$ cat config.mk
export PLATFORM = sky130hd
export DESIGN_NAME = sha1_byte_stream_hasher_core
export DESIGN_NICKNAME = d
export VERILOG_FILES = /design/src/sha1bsh_pkg.sv /design/src/sha1bsh_round.sv /design/src/sha1_byte_stream_hasher_core.sv
export SDC_FILE = /design/constraint.sdc
export NUM_CORES = 2
export LEC_CHECK = 0
export ABC_AREA = 0
export CELL_PAD_IN_SITES_DETAIL_PLACEMENT = 1
export CELL_PAD_IN_SITES_GLOBAL_PLACEMENT = 1
export CORE_ASPECT_RATIO = 0.75
export CORE_MARGIN = 5
export CORE_UTILIZATION = 46
export CTS_CLUSTER_DIAMETER = 120
export CTS_CLUSTER_SIZE = 40
export DETAILED_ROUTE_END_ITERATION = 10
export DONT_BUFFER_PORTS = 1
export GPL_TIMING_DRIVEN = 0
export PLACE_DENSITY_LB_ADDON = 0.1
export SYNTH_ARGS = -nofsm -noshare
export SYNTH_HDL_FRONTEND = slang
export SYNTH_SLANG_ARGS = --single-unit
$ cat constraint.sdc
create_clock -name clk -period 12.7 [get_ports clk]
set_clock_uncertainty 0.15 [all_clocks]
set_input_delay 3.81 -clock clk [delete_from_list [all_inputs] [get_ports clk]]
set_output_delay 3.81 -clock clk [all_outputs]
set_load 0.005 [all_outputs]
$ cat src/sha1bsh_pkg.sv
`timescale 1ns / 1ps

package sha1bsh_pkg;

	// SHA-1 initial chaining values
	localparam logic [31:0] H0_INIT = 32'h67452301;
	localparam logic [31:0] H1_INIT = 32'hEFCDAB89;
	localparam logic [31:0] H2_INIT = 32'h98BADCFE;
	localparam logic [31:0] H3_INIT = 32'h10325476;
	localparam logic [31:0] H4_INIT = 32'hC3D2E1F0;

	// Round constants, one for each group of twenty rounds
	localparam logic [31:0] K_GRP0 = 32'h5A827999;
	localparam logic [31:0] K_GRP1 = 32'h6ED9EBA1;
	localparam logic [31:0] K_GRP2 = 32'h8F1BBCDC;
	localparam logic [31:0] K_GRP3 = 32'hCA62C1D6;

	localparam logic [7:0] PAD_MARK     = 8'h80;
	localparam logic [5:0] LEN_POS      = 6'd56;
	localparam logic [6:0] LAST_ROUND   = 7'd79;
	localparam int         BLOCK_BITS   = 512;
	localparam int         DIGEST_BITS  = 160;

	// Working variables of the compression
	typedef struct packed {
		logic [31:0] a;
		logic [31:0] b;
		logic [31:0] c;
		logic [31:0] d;
		logic [31:0] e;
	} work_t;

	typedef enum logic [2:0] {
		ST_IDLE,
		ST_PAD,
		ST_ROUND,
		ST_ADD,
		ST_OUT
	} state_t;

	// Round constant for round 0..79
	function automatic logic [31:0] round_k(input logic [6:0] rnd);
		logic [31:0] k;
		if (rnd < 7'd20) begin
			k = K_GRP0;
		end else if (rnd < 7'd40) begin
			k = K_GRP1;
		end else if (rnd < 7'd60) begin
			k = K_GRP2;
		end else begin
			k = K_GRP3;
		end
		return k;
	endfunction

endpackage

$ cat src/sha1bsh_round.sv
`timescale 1ns / 1ps

module sha1bsh_round import sha1bsh_pkg::*; (
	input  work_t       cur,
	input  logic [31:0] w,
	input  logic [6:0]  rnd,
	output work_t       nxt
);

	logic [31:0] f;
	logic [31:0] t;

	// Select the boolean function for this round group
	always_comb begin
		if (rnd < 7'd20) begin
			f = (cur.b & cur.c) | (~cur.b & cur.d);
		end else if (rnd < 7'd40) begin
			f = cur.b ^ cur.c ^ cur.d;
		end else if (rnd < 7'd60) begin
			f = (cur.b & cur.c) | (cur.b & cur.d) | (cur.c & cur.d);
		end else begin
			f = cur.b ^ cur.c ^ cur.d;
		end
	end

	// One round: new a from the sum, rotate the rest down
	assign t = {cur.a[26:0], cur.a[31:27]} + f + cur.e + w + round_k(rnd);

	always_comb begin
		nxt.a = t;
		nxt.b = cur.a;
		nxt.c = {cur.b[1:0], cur.b[31:2]};
		nxt.d = cur.c;
		nxt.e = cur.d;
	end

endmodule

$ cat src/sha1_byte_stream_hasher_core.sv
`timescale 1ns / 1ps

// SHA-1 hasher over a byte stream.
// Input channel s_axis: one message byte per transfer in tdata, tuser high
// when that byte belongs to the message, tlast high on the item that ends the
// message (tuser low with tlast high ends a message without adding a byte).
// Output channel m_axis: one transfer per message with the 160-bit digest in
// tdata and the length overflow flag in tuser.
// Bytes are taken one per cycle while a block fills. The 64th byte of a block
// starts the compression: 80 rounds at one round per cycle through a single
// round unit, then an add into the chaining words, during which s_axis_tready
// stays low. An end item then appends padding one byte per cycle (up to 64
// bytes, or up to 72 over two blocks when the length needs a second block),
// runs one or two compressions and loads the digest register once the output
// register is free or its digest is taken, raising m_axis_tvalid.
// The digest sits in an output register; the block returns to idle and takes
// new bytes while the receiver stalls, and only waits before loading the next
// digest if the previous one has not been taken yet.
// Reset clears the byte count, loads the initial chaining values and drops
// m_axis_tvalid; the block is ready as soon as reset is released.

module sha1_byte_stream_hasher_core import sha1bsh_pkg::*; (
	input  logic                   clk,
	input  logic                   arst_n,
	input  logic                   s_axis_tvalid,
	output logic                   s_axis_tready,
	input  logic [7:0]             s_axis_tdata,  // [7:0] data_byte
	input  logic                   s_axis_tuser,  // [0] byte_valid
	input  logic                   s_axis_tlast,  // end_of_message
	output logic                   m_axis_tvalid,
	input  logic                   m_axis_tready,
	// [63:0] digest_words_a_b, [127:64] digest_words_c_d, [159:128] digest_word_e
	output logic [DIGEST_BITS-1:0] m_axis_tdata,
	output logic                   m_axis_tuser   // [0] length_overflow
);

	state_t state_q, state_d;

	logic [BLOCK_BITS-1:0] win_q;
	logic [5:0]            fill_q;
	logic [63:0]           bit_len_q;
	logic                  ovf_q;
	logic                  fin_q;
	logic                  mark_q;
	logic                  len_ok_q;
	logic                  last_blk_q;
	logic [6:0]            rnd_q;
	work_t                 h_q;
	work_t                 work_q;
	work_t                 work_nxt;
	logic [DIGEST_BITS-1:0] out_data_q;
	logic                  out_ovf_q;
	logic                  out_vld_q;

	logic                  accept;
	logic                  absorb;
	logic                  ins_en;
	logic [7:0]            ins_byte;
	logic                  emit;
	logic [64:0]           len_sum;
	logic [7:0]            len_byte;
	logic [31:0]           w_new;

	assign accept  = s_axis_tvalid && s_axis_tready;
	assign absorb  = accept && s_axis_tuser && !ovf_q;
	assign len_sum = {1'b0, bit_len_q} + 65'd8;
	assign len_byte = 8'(bit_len_q >> {~fill_q[2:0], 3'b000});

	// Next schedule word from the window taps
	assign w_new = {win_q[447:416] ^ win_q[255:224] ^ win_q[95:64] ^ win_q[511:480]}
		<< 1 | {31'd0, win_q[447] ^ win_q[255] ^ win_q[95] ^ win_q[511]};

	sha1bsh_round u_round (
		.cur (work_q),
		.w   (win_q[511:480]),
		.rnd (rnd_q),
		.nxt (work_nxt)
	);

	// Next state
	always_comb begin
		state_d = state_q;
		case (state_q)
			ST_IDLE: begin
				if (accept) begin
					if (absorb && fill_q == 6'd63) begin
						state_d = ST_ROUND;
					end else if (s_axis_tlast) begin
						state_d = ST_PAD;
					end
				end
			end
			ST_PAD: begin
				if (fill_q == 6'd63) begin
					state_d = ST_ROUND;
				end
			end
			ST_ROUND: begin
				if (rnd_q == LAST_ROUND) begin
					state_d = ST_ADD;
				end
			end
			ST_ADD: begin
				if (last_blk_q) begin
					state_d = ST_OUT;
				end else if (fin_q) begin
					state_d = ST_PAD;
				end else begin
					state_d = ST_IDLE;
				end
			end
			ST_OUT: begin
				if (emit) begin
					state_d = ST_IDLE;
				end
			end
			default: state_d = ST_IDLE;
		endcase
	end

	// Control outputs of the sequencer
	always_comb begin
		s_axis_tready = 1'b0;
		ins_en        = 1'b0;
		ins_byte      = s_axis_tdata;
		emit          = 1'b0;
		case (state_q)
			ST_IDLE: begin
				s_axis_tready = 1'b1;
				ins_en        = absorb;
			end
			ST_PAD: begin
				ins_en = 1'b1;
				if (!mark_q) begin
					ins_byte = PAD_MARK;
				end else if (fill_q >= LEN_POS && len_ok_q) begin
					ins_byte = len_byte;
				end else begin
					ins_byte = 8'h00;
				end
			end
			ST_OUT: begin
				emit = !out_vld_q || m_axis_tready;
			end
			default: begin
				ins_en = 1'b0;
			end
		endcase
	end

	always_ff @(posedge clk or negedge arst_n) begin
		if (!arst_n) begin
			state_q <= ST_IDLE;
		end else begin
			state_q <= state_d;
		end
	end

	// Control registers: counts, flags, chaining words
	always_ff @(posedge clk or negedge arst_n) begin
		if (!arst_n) begin
			fill_q     <= '0;
			bit_len_q  <= '0;
			ovf_q      <= 1'b0;
			fin_q      <= 1'b0;
			mark_q     <= 1'b0;
			len_ok_q   <= 1'b0;
			last_blk_q <= 1'b0;
			rnd_q      <= '0;
			h_q        <= '{H0_INIT, H1_INIT, H2_INIT, H3_INIT, H4_INIT};
			out_vld_q  <= 1'b0;
		end else begin
			if (accept) begin
				fin_q <= s_axis_tlast;
			end
			// Count message bits and flag the wrap
			if (absorb) begin
				bit_len_q <= len_sum[63:0];
				if (len_sum[64]) begin
					ovf_q <= 1'b1;
				end
			end
			if (ins_en) begin
				fill_q <= fill_q + 6'd1;
			end
			// Track the padding mark and where the length may go
			if (state_q == ST_PAD) begin
				if (!mark_q) begin
					mark_q   <= 1'b1;
					len_ok_q <= (fill_q < LEN_POS);
				end
			end
			if (state_d == ST_ROUND && state_q != ST_ROUND) begin
				last_blk_q <= (state_q == ST_PAD) && mark_q && len_ok_q;
				rnd_q      <= '0;
			end else if (state_q == ST_ROUND) begin
				rnd_q <= rnd_q + 7'd1;
			end
			// Fold the working variables into the chaining words
			if (state_q == ST_ADD) begin
				h_q.a <= h_q.a + work_q.a;
				h_q.b <= h_q.b + work_q.b;
				h_q.c <= h_q.c + work_q.c;
				h_q.d <= h_q.d + work_q.d;
				h_q.e <= h_q.e + work_q.e;
				if (!last_blk_q && mark_q) begin
					len_ok_q <= 1'b1;
				end
			end
			// Hand off the digest and restart the message
			if (emit) begin
				out_vld_q <= 1'b1;
				fill_q    <= '0;
				bit_len_q <= '0;
				ovf_q     <= 1'b0;
				fin_q     <= 1'b0;
				mark_q    <= 1'b0;
				len_ok_q  <= 1'b0;
				h_q       <= '{H0_INIT, H1_INIT, H2_INIT, H3_INIT, H4_INIT};
			end else if (out_vld_q && m_axis_tready) begin
				out_vld_q <= 1'b0;
			end
		end
	end

	// Block window: bytes shift in, then words shift out during the rounds
	always_ff @(posedge clk) begin
		if (ins_en) begin
			win_q <= {win_q[BLOCK_BITS-9:0], ins_byte};
		end else if (state_q == ST_ROUND) begin
			win_q <= {win_q[BLOCK_BITS-33:0], w_new};
		end
	end

	// Working variables: load at block start, advance one round per cycle
	always_ff @(posedge clk) begin
		if (state_q != ST_ROUND) begin
			work_q <= h_q;
		end else begin
			work_q <= work_nxt;
		end
	end

	// Output register
	always_ff @(posedge clk) begin
		if (emit) begin
			out_data_q <= {h_q.e, h_q.c, h_q.d, h_q.a, h_q.b};
			out_ovf_q  <= ovf_q;
		end
	end

	assign m_axis_tvalid = out_vld_q;
	assign m_axis_tdata  = out_data_q;
	assign m_axis_tuser  = out_ovf_q;

endmodule
# --- Yosys cells after proc, flatten, opt, wreduce, memory -nomap -nowiden ---
# Cells that the tools add are included.
# W data, S select, Z words.
classes:
  addsub: 12
  magnitude_cmp: 5
  eq_ne: 8
  n_shift: 1
  muxes: 46
  bitwise_logic: 18
  n_reduce_logical: 25
op_table:
  columns: ["operator", "n"]
  rows:
  - ["$mux W512", 2]
  - ["$mux W160", 3]
  - ["$add A32 B32 Y32", 9]
  - ["$mux W32", 5]
  - ["$and A32 B32 Y32", 4]
  - ["$mux W64", 2]
  - ["$or A32 B32 Y32", 3]
  - ["$xor A31 B31 Y31", 3]
  - ["$add A64 B4 Y65 const B", 1]
  - ["$shr A64 B6 Y8", 1]
  - ["$xor A32 B32 Y32", 2]
  - ["$not A32 Y32", 1]
  - ["$or A32 B1 Y32", 1]
  - ["$mux W31", 1]
  - ["$mux W8", 3]
  - ["$mux W3", 7]
  - ["$reduce_bool A2 Y1", 9]
  - ["$mux W1", 17]
  - ["$pmux W3 S5", 1]
  - ["$lt A7 B6 Y1 const B", 2]
  - ["$mux W7", 2]
  - ["$mux W6", 2]
  - ["$logic_and A1 B1 Y1", 10]
  - ["$eq A3 B2 Y1 const B", 3]
  - ["other kinds (17)", 21]
totals:
  reg_bits: 1079
  in_bits: 14
  out_inout_bits: 163
  wordCells: 138

# --- Longest topological paths before layout ---
logic_depth:
  word_depth: 12
  depth_mapped: 24
  depth_no_buf: 22

# --- Hierarchy ---
# A second synthesis with hierarchy kept.
hier_totals:
  hier_cells: 5970
  area_unflattened_um2: 57152.3
by_module_without_submodules:
  columns: ["module", "n_inst", "cells_per_inst", "area_each_um2", "seq_area_each_um2"]
  rows:
  - ["sha1_byte_stream_hasher_core", 1, 5166, 50460.9, 29593.4]
  - ["sha1bsh_round", 1, 804, 6691.4, 0.0]

# --- Least setup slack after synthesis ---
# No wires, ideal clock.
synth_path:
  kind: "input-to-reg"
  startpoint: "in s_axis_tuser"
  endpoint: "reg win_q[0], enable pin"
  setup_time_ns: 3.632
  t_arrival_ns: 13.130
  required_ns: 8.918
  setup_slack_ns: -4.213
  cell_stages: 5
  n_path_buf: 2
  cell_sequence: "nor3b_2 nor2_1 clkbuf_1 clkbuf_1 nand2_1"
synth_via:
  elab_chain_cells: 4
synth_rtl:
  columns: ["item", "line_no", "rtl"]
  rows:
  - ["start: declaration", "sha1_byte_stream_hasher_core.sv:28", "input logic s_axis_tuser,"]
  - ["$logic_and A1 B1 Y1 (2 in series)", "sha1_byte_stream_hasher_core.sv:65", "assign absorb = accept && s_axis_tuser && !ovf_q;"]
  - ["$pmux W1 S2", "sha1_byte_stream_hasher_core.sv:127", "case (state_q)"]
  - ["$reduce_bool A2 Y1 (no line)", null, null]
  - ["end signal: assignment", "sha1_byte_stream_hasher_core.sv:229", "win_q <= {win_q[BLOCK_BITS-9:0], ins_byte};"]
  - ["end signal: assignment", "sha1_byte_stream_hasher_core.sv:231", "win_q <= {win_q[BLOCK_BITS-33:0], w_new};"]
  - ["end: declaration", "sha1_byte_stream_hasher_core.sv:39", "logic [BLOCK_BITS-1:0] win_q;"]
# No other way between the ends.
# A chain may end at the register's enable or synchronous reset.

# --- Worst setup path in the final report ---
layout_path:
  startpoint: "reg rnd_q[6]"
  endpoint: "reg work_q[159] in the netlist's numbering"
layout_via:
  elab_chain_cells: 9
  elab_cells_between_ends: 14
  classes_between: "add/sub: 4; order compare: 3; mux: 7"
layout_rtl:
  columns: ["item", "line_no", "rtl"]
  rows:
  - ["start: declaration", "sha1_byte_stream_hasher_core.sv:47", "logic [6:0] rnd_q;"]
  - ["start signal: assignment", "sha1_byte_stream_hasher_core.sv:197", "rnd_q <= rnd_q + 7'd1;"]
  - ["$lt A7 B6 Y1", "sha1bsh_pkg.sv:48, sha1bsh_round.sv:19", null]
  - ["$mux W32", "sha1bsh_round.sv:19", "end else if (rnd < 7'd60) begin"]
  - ["$mux W32", "sha1bsh_round.sv:17", "end else if (rnd < 7'd40) begin"]
  - ["$mux W32", "sha1bsh_round.sv:15", "if (rnd < 7'd20) begin"]
  - ["$add A32 B32 Y32 (3 in series)", "sha1bsh_round.sv:27", "assign t = {cur.a[26:0], cur.a[31:27]} + f + cur.e + w + round_k(rnd);"]
  - ["$add A32 B32 Y32 *", "sha1bsh_round.sv:27", null]
  - ["$mux W160 *", "sha1_byte_stream_hasher_core.sv:237", "if (state_q != ST_ROUND) begin"]
  - ["end signal: assignment", "sha1_byte_stream_hasher_core.sv:238", "work_q <= h_q;"]
  - ["end signal: assignment", "sha1_byte_stream_hasher_core.sv:240", "work_q <= work_nxt;"]
  - ["end: declaration", "sha1_byte_stream_hasher_core.sv:49", "work_t work_q;"]
# Every way passes the cells marked *; elsewhere a longest branch is shown, timed or not.

==> flow_metrics.py <==
metrics = {
    "drt": {
        "drtIter0Drc": 3734,
        "routed.top_layer": "met5",
        "drc": 0,
        "met3_length_um": 10200,
        "vias_per_cell": 5.70,
        "drt_wl_total_um": 191000,
        "firstDrtPassIters": 7,
        "ant_nets": 0,
        "vias": 42000,
        "dr_wl_met2_um": 89600,
        "routedWlPerCell_um": 25.8,
        "drt-met1-wl_um": 84800,
    },
    "die": {
        "die_h_um": 311,
        "io_pins": 177,
        "start_util_pct": 46.3,
        "die_area_mm2": 0.128,
        "rows": 110,
        "core_area_mm2": 0.120,
        "die_x_um": 411,
    },
    "cts": {
        "postCtsSetupBuffers": 0,
        "clk_pin_slew_ns": 0.15,
        "clock_latency_ns": 0.67,
        "ctsHtreeMaxLevel": 2,
        "cts_root_buf": "clkbuf_16",
        "cts_max_path_buffers": 3,
        "cts_resized": 0,
        "tritoncts": "done",
        "numCtsBuffers": 36,
        "clock_sinks": 1076,
        "cts_hold_buffers": 0,
    },
    "global_route": {
        "overflow": 0,
        "grt_start_max_net_pins": 244,
        "grt_pass1_vias": 42600,
        "grt_usage_pct": 29.2,
        "grt_pass1_wl_um": 280000,
        "grt_antenna_before_repair": 11,
    },
    "place": {
        "place_ws_ns": 4.37,
        "place_hpwl_um": 149000,
        "io_buffers": 0,
        "gp_congestion": 0.969,
    },
    "cells_and_area": {
        "final_cell_mix": "1977 x nand2_1, 673 x edfxtp_1, 323 x o21ai_0",
        "drive_above_1_share_pct": 3.34,
        "multi_input_area_mm2": 0.0240,
        "seqCellArea_mm2": 0.0296,
        "syn_to_final_growth_pct": 6.25,
        "final_common_cell": "nand2_1",
        "num-nets-final": 6054,
        "fillCellCount": 13500,
    },
    "synth": {
        "netlist_area_mm2": 0.0555,
        "synth-async-reset-ratio_pct": 22.6,
        "synth_seq_cells": 1076,
        "synth_cell_types": 83,
        "yosysTopAreaCell": "edfxtp_1",
        "synth_top_area_share_pct": 36.4,
        "synth_nets": 6010,
        "netlist_instances": 5674,
        "synth-warning-count": 0,
        "ys.flop_type": "edfxtp_1",
        "yosys-top-cells-area": "edfxtp_1 36%, nand2_1 13%, dfrtp_1 7.3%",
        "syn_area_per_cell_um2": 9.78,
        "seq_area_frac_synth_pct": 53.3,
        "synth-edff-count": 673,
    },
    "worst_setup_path": {
        "critPathMaxFanout": 10,
        "end_kind": "flip-flop",
        "arrival_ns": 8.34,
        "cp-start-kind": "flip-flop",
        "critical_path_class": "flip-flop to flip-flop",
        "crit_required_ns": 13.06,
    },
    "min_path": {
        "holdCritPathClass": "flip-flop to flip-flop",
    },
    "status": {
        "violations": "capacitance limit",
        "outcome": "complete, but fails checks",
    },
    "sta": {
        "worst_pin_slew_ns": 1.50,
        "hold_slack_ns": 0.357,
        "period_share_pct": 62.8,
        "fmax_ghz": 0.125,
        "min_period_ns": 7.98,
        "hold_violations": 0,
        "rsz0062_at_grt": "false",
        "finalWorstSetupSlack_ns": 4.72,
        "timing.final.max_slew_violations": 0,
        "relSlewSlack_pct": 0.0992,
        "setup_viol": 0,
    },
    "flow_run": {
        "maxCapViolCount": 1,
    },
}
-- cells by family after synthesis --
kind of cell    after synthesis  share of synthesized area [%]
simple gates               2522                           18.4
flops                      1076                           53.3
compound gates              869                           9.63
buf+inv                     507                           3.43
fa+ha+maj                   322                           8.84
xor+xnor                    321                           5.07
mux                          57                           1.33
-- synth_stat cells, types with 5 or more instances --
cell type  instances
a211o_1            5
a211oi_1          22
a21boi_0           6
a21o_1            84
a21oi_1          202
a221oi_1          23
a22oi_1            7
a31oi_1           21
and2_1            10
and3_1            21
and4_1            15
buf_1              6
clkbuf_1         226
dfrtp_1          163
dfstp_2           80
dfxtp_1          160
edfxtp_1         673
fa_1             117
ha_1             205
inv_1            273
mux2_2             5
mux2i_1           39
mux4_2            13
nand2_1         1978
nand2b_1          36
nand3_1           81
nand4_1           27
nor2_1           227
nor2b_1           32
nor3_1            37
o211ai_1          32
o21a_1            25
o21ai_0          323
o21bai_1          27
o22ai_1           12
o31ai_1           13
or2_2              6
or3_1             27
xnor2_1          183
xor2_1           138
-- metrics by stage --
step           utilization (%)  cell area [um2]  setup TNS, ns  cells
3_3_place_gp              48.0            57500       -1858.12   7298
5_1_grt                   49.2            59000              0   7371
2_1_floorplan                -            55500              0   5674
4_1_cts                   49.2            59000              0   7370
6_report                  49.2            59000              0   7378
3_5_place_dp              48.2            57700              0   7304
-- cell type report --
cell class / count / share of cell area, %
diodes: 8 / 0.0339
clock buffers: 51 / 1.73
clock inverters: 15 / 0.342
well taps: 1624 / 3.45
multi-input cells: 4091 / 40.7
repair buffers: 6 / 0.280
inverters: 274 / 1.74
plain buffers: 233 / 1.50
flip-flops and latches: 1076 / 50.2
-- flip-flops by register name, summed over array words and instances, names as in the netlist, 3 cells and up --
signal / count
bit_len_q: 61
win_q: 512
h_q: 160
state_q: 3
work_q: 160
rnd_q: 7
fill_q: 6
m_axis_tdata: 160
-- critical path: stages (launching register included) --
cell,delay (ns)
dfrtp_1,0.39
clkbuf_1,0.20
a41oi_2,0.73
nand2_1,0.65
nand2_1,0.75
inv_1,0.17
clkbuf_1,0.38
a221oi_1,0.78
fa_1,0.54
inv_1,0.07
ha_1,0.30
a2111oi_0,0.67
a211oi_1,0.23
o21ba_2,0.31
a31oi_1,0.45
nor3_1,0.14
or3_1,0.40
a31oi_1,0.25
xnor2_1,0.15
o21ai_0,0.08
-- worst paths after layout --
check / start / endpoint / slack [ns] / depth (start not counted)
worst max-delay path: rnd_q[6] / work_q[159] / 4.72 / 19
worst min-delay path: rnd_q[0] / rnd_q[0] / 0.36 / 1
worst max register to register: rnd_q[6] / work_q[159] / 4.72 / 19
worst min register to register: rnd_q[0] / rnd_q[0] / 0.36 / 1
max in group asynchronous: arst_n / bit_len_q[4] / 9.23 / 0
min in group asynchronous: arst_n / h_q[80] / 2.68 / 0
-- metal layers --
metal  vias to the layer above  global-route usage (%)
met5                         -                       0
met4                         6                    8.07
met3                       212                    3.09
met2                      1119                    48.1
met1                     21500                    41.2
li1                      19100                       -
Power is left out: the tool's default activity adds up to more than one toggle a clock period on the data nets, which glitch-free logic cannot reach.
